--- config.mk ---
export PLATFORM = sky130hd
export DESIGN_NAME = tkns_cell
export DESIGN_NICKNAME = d
export VERILOG_FILES = /design/src/rtl/core/tkns_pkg.sv /design/src/rtl/core/tkns_cell.sv
export SDC_FILE = /design/constraint.sdc
export NUM_CORES = 1
export LEC_CHECK = 0
export BUFFER_PORTS_ARGS = -buffer_cell sky130_fd_sc_hd__buf_2
export CAP_MARGIN = 20
export CORE_MARGIN = 5
export CORE_UTILIZATION = 48
export DETAILED_ROUTE_END_ITERATION = 12
export GPL_TIMING_DRIVEN = 0
export PLACE_DENSITY = 0.86
export SLEW_MARGIN = 25
export SYNTH_ARGS = -nofsm -noshare
export SYNTH_HDL_FRONTEND = slang
export SYNTH_SLANG_ARGS = --single-unit
--- constraint.sdc ---
create_clock -name clock -period 9.05 [get_ports clock]
set_input_delay 1.3575 -clock clock [delete_from_list [all_inputs] [get_ports clock]]
set_output_delay 1.3575 -clock clock [all_outputs]
set_load 0.01 [all_outputs]
--- src/rtl/core/tkns_pkg.sv ---
// Package for the top-k nearest selector.
// Holds field widths, function codes, cell operation codes and the shared structs.
// No dependencies.
package tkns_pkg;

   localparam int DistW  = 32;
   localparam int IndexW = 24;
   localparam int CfgW   = 7;

   localparam logic [CfgW-1:0] TopKReset = 7'd16;

   localparam logic FUNC_OFFER = 1'b0;
   localparam logic FUNC_DRAIN = 1'b1;

   typedef enum logic [1:0] {
      CELL_HOLD,
      CELL_INSERT,
      CELL_REPLACE,
      CELL_SHIFT
   } cell_op_type;

   typedef struct packed {
      logic              valid;
      logic [DistW-1:0]  distance;
      logic [IndexW-1:0] index;
   } entry_type;

   typedef struct packed {
      cell_op_type       op;
      logic [DistW-1:0]  distance;
      logic [IndexW-1:0] index;
   } cell_ctl_type;

endpackage

--- src/rtl/core/tkns_cell.sv ---
// One cell of the sorted chain: holds one entry and exchanges it with its neighbors.
// Depends on tkns_pkg.
module tkns_cell import tkns_pkg::*; (
   input  logic         clock,
   input  logic         reset,
   input  cell_ctl_type ctl,
   input  entry_type    left_entry,
   input  logic         left_big,
   input  entry_type    right_entry,
   input  logic         right_big,
   output entry_type    entry_out,
   output logic         big_out
);

   logic              valid_ff, valid_in;
   logic [DistW-1:0]  dist_ff, dist_in;
   logic [IndexW-1:0] index_ff, index_in;
   logic              big;

   // The chain is kept in descending order, cell 0 holding the largest entry.
   assign big = valid_ff && (dist_ff > ctl.distance);

   always_comb begin
      valid_in = valid_ff;
      dist_in  = dist_ff;
      index_in = index_ff;
      case (ctl.op)
         CELL_INSERT: begin
            if (!big) begin
               if (left_big) begin
                  valid_in = 1'b1;
                  dist_in  = ctl.distance;
                  index_in = ctl.index;
               end else begin
                  valid_in = left_entry.valid;
                  dist_in  = left_entry.distance;
                  index_in = left_entry.index;
               end
            end
         end
         CELL_REPLACE: begin
            if (right_big) begin
               dist_in  = right_entry.distance;
               index_in = right_entry.index;
            end else if (big) begin
               dist_in  = ctl.distance;
               index_in = ctl.index;
            end
         end
         CELL_SHIFT: begin
            valid_in = right_entry.valid;
            dist_in  = right_entry.distance;
            index_in = right_entry.index;
         end
         default: begin
            valid_in = valid_ff;
         end
      endcase
   end

   always_ff @(posedge clock) begin
      if (reset) begin
         valid_ff <= 1'b0;
      end else begin
         valid_ff <= valid_in;
      end
      dist_ff  <= dist_in;
      index_ff <= index_in;
   end

   assign entry_out = '{valid: valid_ff, distance: dist_ff, index: index_ff};
   assign big_out   = big;

endmodule

==> metrics <==
CTS Buf Count 9; Die Wd 102 µm; Cell Rows 33; vias in the first global route 4687; drt first pass iters 5; top cells by count, synth 90 x nand2_1, 56 x edfxtp_1, 44 x nor2b_1; GRT overflow 0; via count 4610; initial antenna violation count 0; PostCTS Resize Cnt 0; first-pass GRT wire length 22.1 mm; syn nets 677; number of register bits inferred by synthesis 57; Placer Congestion 0.884; Slew headroom 56.3%; CP endpoint kind primary output; # H-tree levels 3; static leakage 2.65 nW; Fin. Hold Viols 0; CP required 7.69 ns; FF-to-FF End dist_ff[22]$_DFFE_PP_; worst-path fanout max 3; Area Overhead vs Synth 37.9%; Multi-input gate area 0.00214 mm²; Avg Cell Area, Syn 8.70 µm²; sequential cell area fraction in the yosys report 41.7%; Port Buffers 232; final std cells w/o fill 824; ant diodes 0; Final Max Tran Viols 0; Max Cap Viol 0; Reg-to-Reg Start dist_ff[23]$_DFFE_PP_; FF-to-FF setup slack 5.81 ns; critical path class input port to primary output; Worst Hold Launch valid_ff$_SDFFE_PP0P_; DRC 0; status complete, no violations; crit start category input port; worst hold endpoint valid_ff$_SDFFE_PP0P_; post-synthesis cell type count 31; Post-Syn Instances 469; actual slew at the worst max-slew pin 0.656 ns; DP HPWL 11.5 mm; WL/cell 17.6 µm; area leader, netlist edfxtp_1; worst vdd ir 66.1 µV; Pwr Density 142 mW/mm²; CTS Root Cell clkbuf_8; register area 0.00170 mm²; Final nets 922; Filler cells 693; Tmin final 5.10 ns; clk buf depth 2; endpoints failing setup 0; Layout Skew 0.00861 ns; FFs w/ async S/R, synth 0%; Hold Path Class flop to flop; Hold Path Stages 4; hold bufs inserted after CTS 0; Ports 234; Die Y 102 µm; Tot Pwr 0.800 mW; data arrival time of the worst path 3.74 ns; largest net degree at the start of global routing 26; die area 0.0104 mm²; share of the synthesized area in the top cell type 41.2%; Reg2Reg Depth 8; period utilisation layout 56.4%; Post-synth EDFFs 56; post-CTS setup buffers 0; Total GRT Usage 27.0%; share of cells above drive strength 1 35.2%; Vias/cell 5.59; most numerous cell in the Yosys netlist nand2_1; post-route ant nets 0; mapped cell area 0.00408 mm²; clk sinks 57; worst skew pair latency 0.33 ns; achievable frequency 196 MHz; Synth area leaders edfxtp_1 41%, ha_1 9.8%, nand2_1 8.3%, a211oi_1 7.9%, nor2b_1 6.7%; total wire length 14.5 mm; Starting Density 49.4%; Placeable Area 0.00826 mm²; dpl cells 808; post-route setup TNS 0 ns; Synthesis Warnings 0; CTS tree built; Top FF cell, synth edfxtp_1; DR iter-0 viols 317; CTS clock-pin slew for the worst setup and hold paths 0.06 ns; unrepaired setup endpoints after global routing no
[sequential cells by signal (all words and copies together) (netlist names)]
name and flops:
valid_ff 1, dist_ff 32, index_ff 24
[layer usage]
| metal | part of all wire (%) | vias to the layer above | GRT usage [%] |
|---|---|---|---|
| met3 | 7.7 | 34 | 4.71 |
| met4 | 2.5 | 0 | 11.4 |
| li1 | - | 2198 | - |
| met5 | 0 | - | 0 |
| met1 | 39 | 2131 | 32.4 |
| met2 | 51 | 247 | 47.7 |
[logic make-up (layout without fill, tap and decap cells)]
| logic type | after synthesis | count (layout) | share of synthesized area, % |
|---|---|---|---|
| adder cells (fa/ha/maj) | 32 | 32 | 9.82 |
| AO/OA/AOI/OAI | 127 | 127 | 20.9 |
| buffers and inverters | 67 | 317 | 6.26 |
| multiplexers | 1 | 1 | 0.245 |
| AND/OR/NAND/NOR | 185 | 185 | 21.1 |
| flip-flops | 57 | 57 | 41.7 |
[stage by stage]
stage               instance area [µm²]  hold WS [ns]  setup slack (ns)  util (%)
floorplan                          4080         0.567              3.28         -
global placement                   5370         0.610              1.81      65.0
detailed placement                 5450         0.636              4.01      65.9
CTS                                5620         0.667              3.96      68.1
global route                       5620         0.693              3.83      68.1
finish                             5620         0.665              3.95      68.1
[critical path, stage by stage]
cell	delay (ns)
buf_2	0.09
inv_1	0.04
ha_1	0.30
nand4_1	0.17
or4_4	0.60
o41a_1	0.37
nor2b_1	0.17
a22oi_1	0.37
inv_1	0.12
buf_2	0.16
[placed cells by master (no fill, tap or decap), types with 3 or more instances in the layout]
cell | synthesis | routed
clkbuf_1 | 28 | 30
nand4_1 | 7 | 7
nor2b_1 | 44 | 44
inv_1 | 34 | 34
clkbuf_8 | 0 | 9
buf_2 | 0 | 232
or2_2 | 3 | 3
o22ai_1 | 14 | 14
o21ai_0 | 3 | 3
a211oi_1 | 43 | 43
nand2_1 | 90 | 90
buf_1 | 4 | 4
edfxtp_1 | 56 | 56
nand3_1 | 5 | 5
a31oi_1 | 43 | 43
a21o_1 | 3 | 3
clkinv_1 | 0 | 3
nor2_1 | 32 | 32
ha_1 | 32 | 32
a21oi_1 | 13 | 13
[final cells by class]
type / instances / share of cell area (%)
Tap cell: 105 / 2.34
Buffer: 33 / 2.27
Clock buffer: 11 / 2.34
Inverter: 34 / 2.27
Multi-Input combinational cell: 345 / 38.1
Timing Repair Buffer: 234 / 21.6
Sequential cell: 57 / 30.3
Clock inverter: 5 / 0.823
[worst max-delay path by stage]
| stage | end | start |
|---|---|---|
| after floorplan | dist_ff[0]$_DFFE_PP_ | ctl[47] |
| after global placement | index_ff[6]$_DFFE_PP_ | ctl[47] |
| after detailed placement | big_out | ctl[47] |
| after CTS | big_out | ctl[47] |
| after global routing | big_out | ctl[51] |
| final | big_out | ctl[47] |
[power by group]
| group | total, mW | internal [mW] | switching, mW |
|---|---|---|---|
| clock | 0.223 | 0.124 | 0.0985 |
| combinational | 0.234 | 0.102 | 0.132 |
| sequential | 0.343 | 0.329 | 0.0135 |
Power figures use the tool's default switching activity.
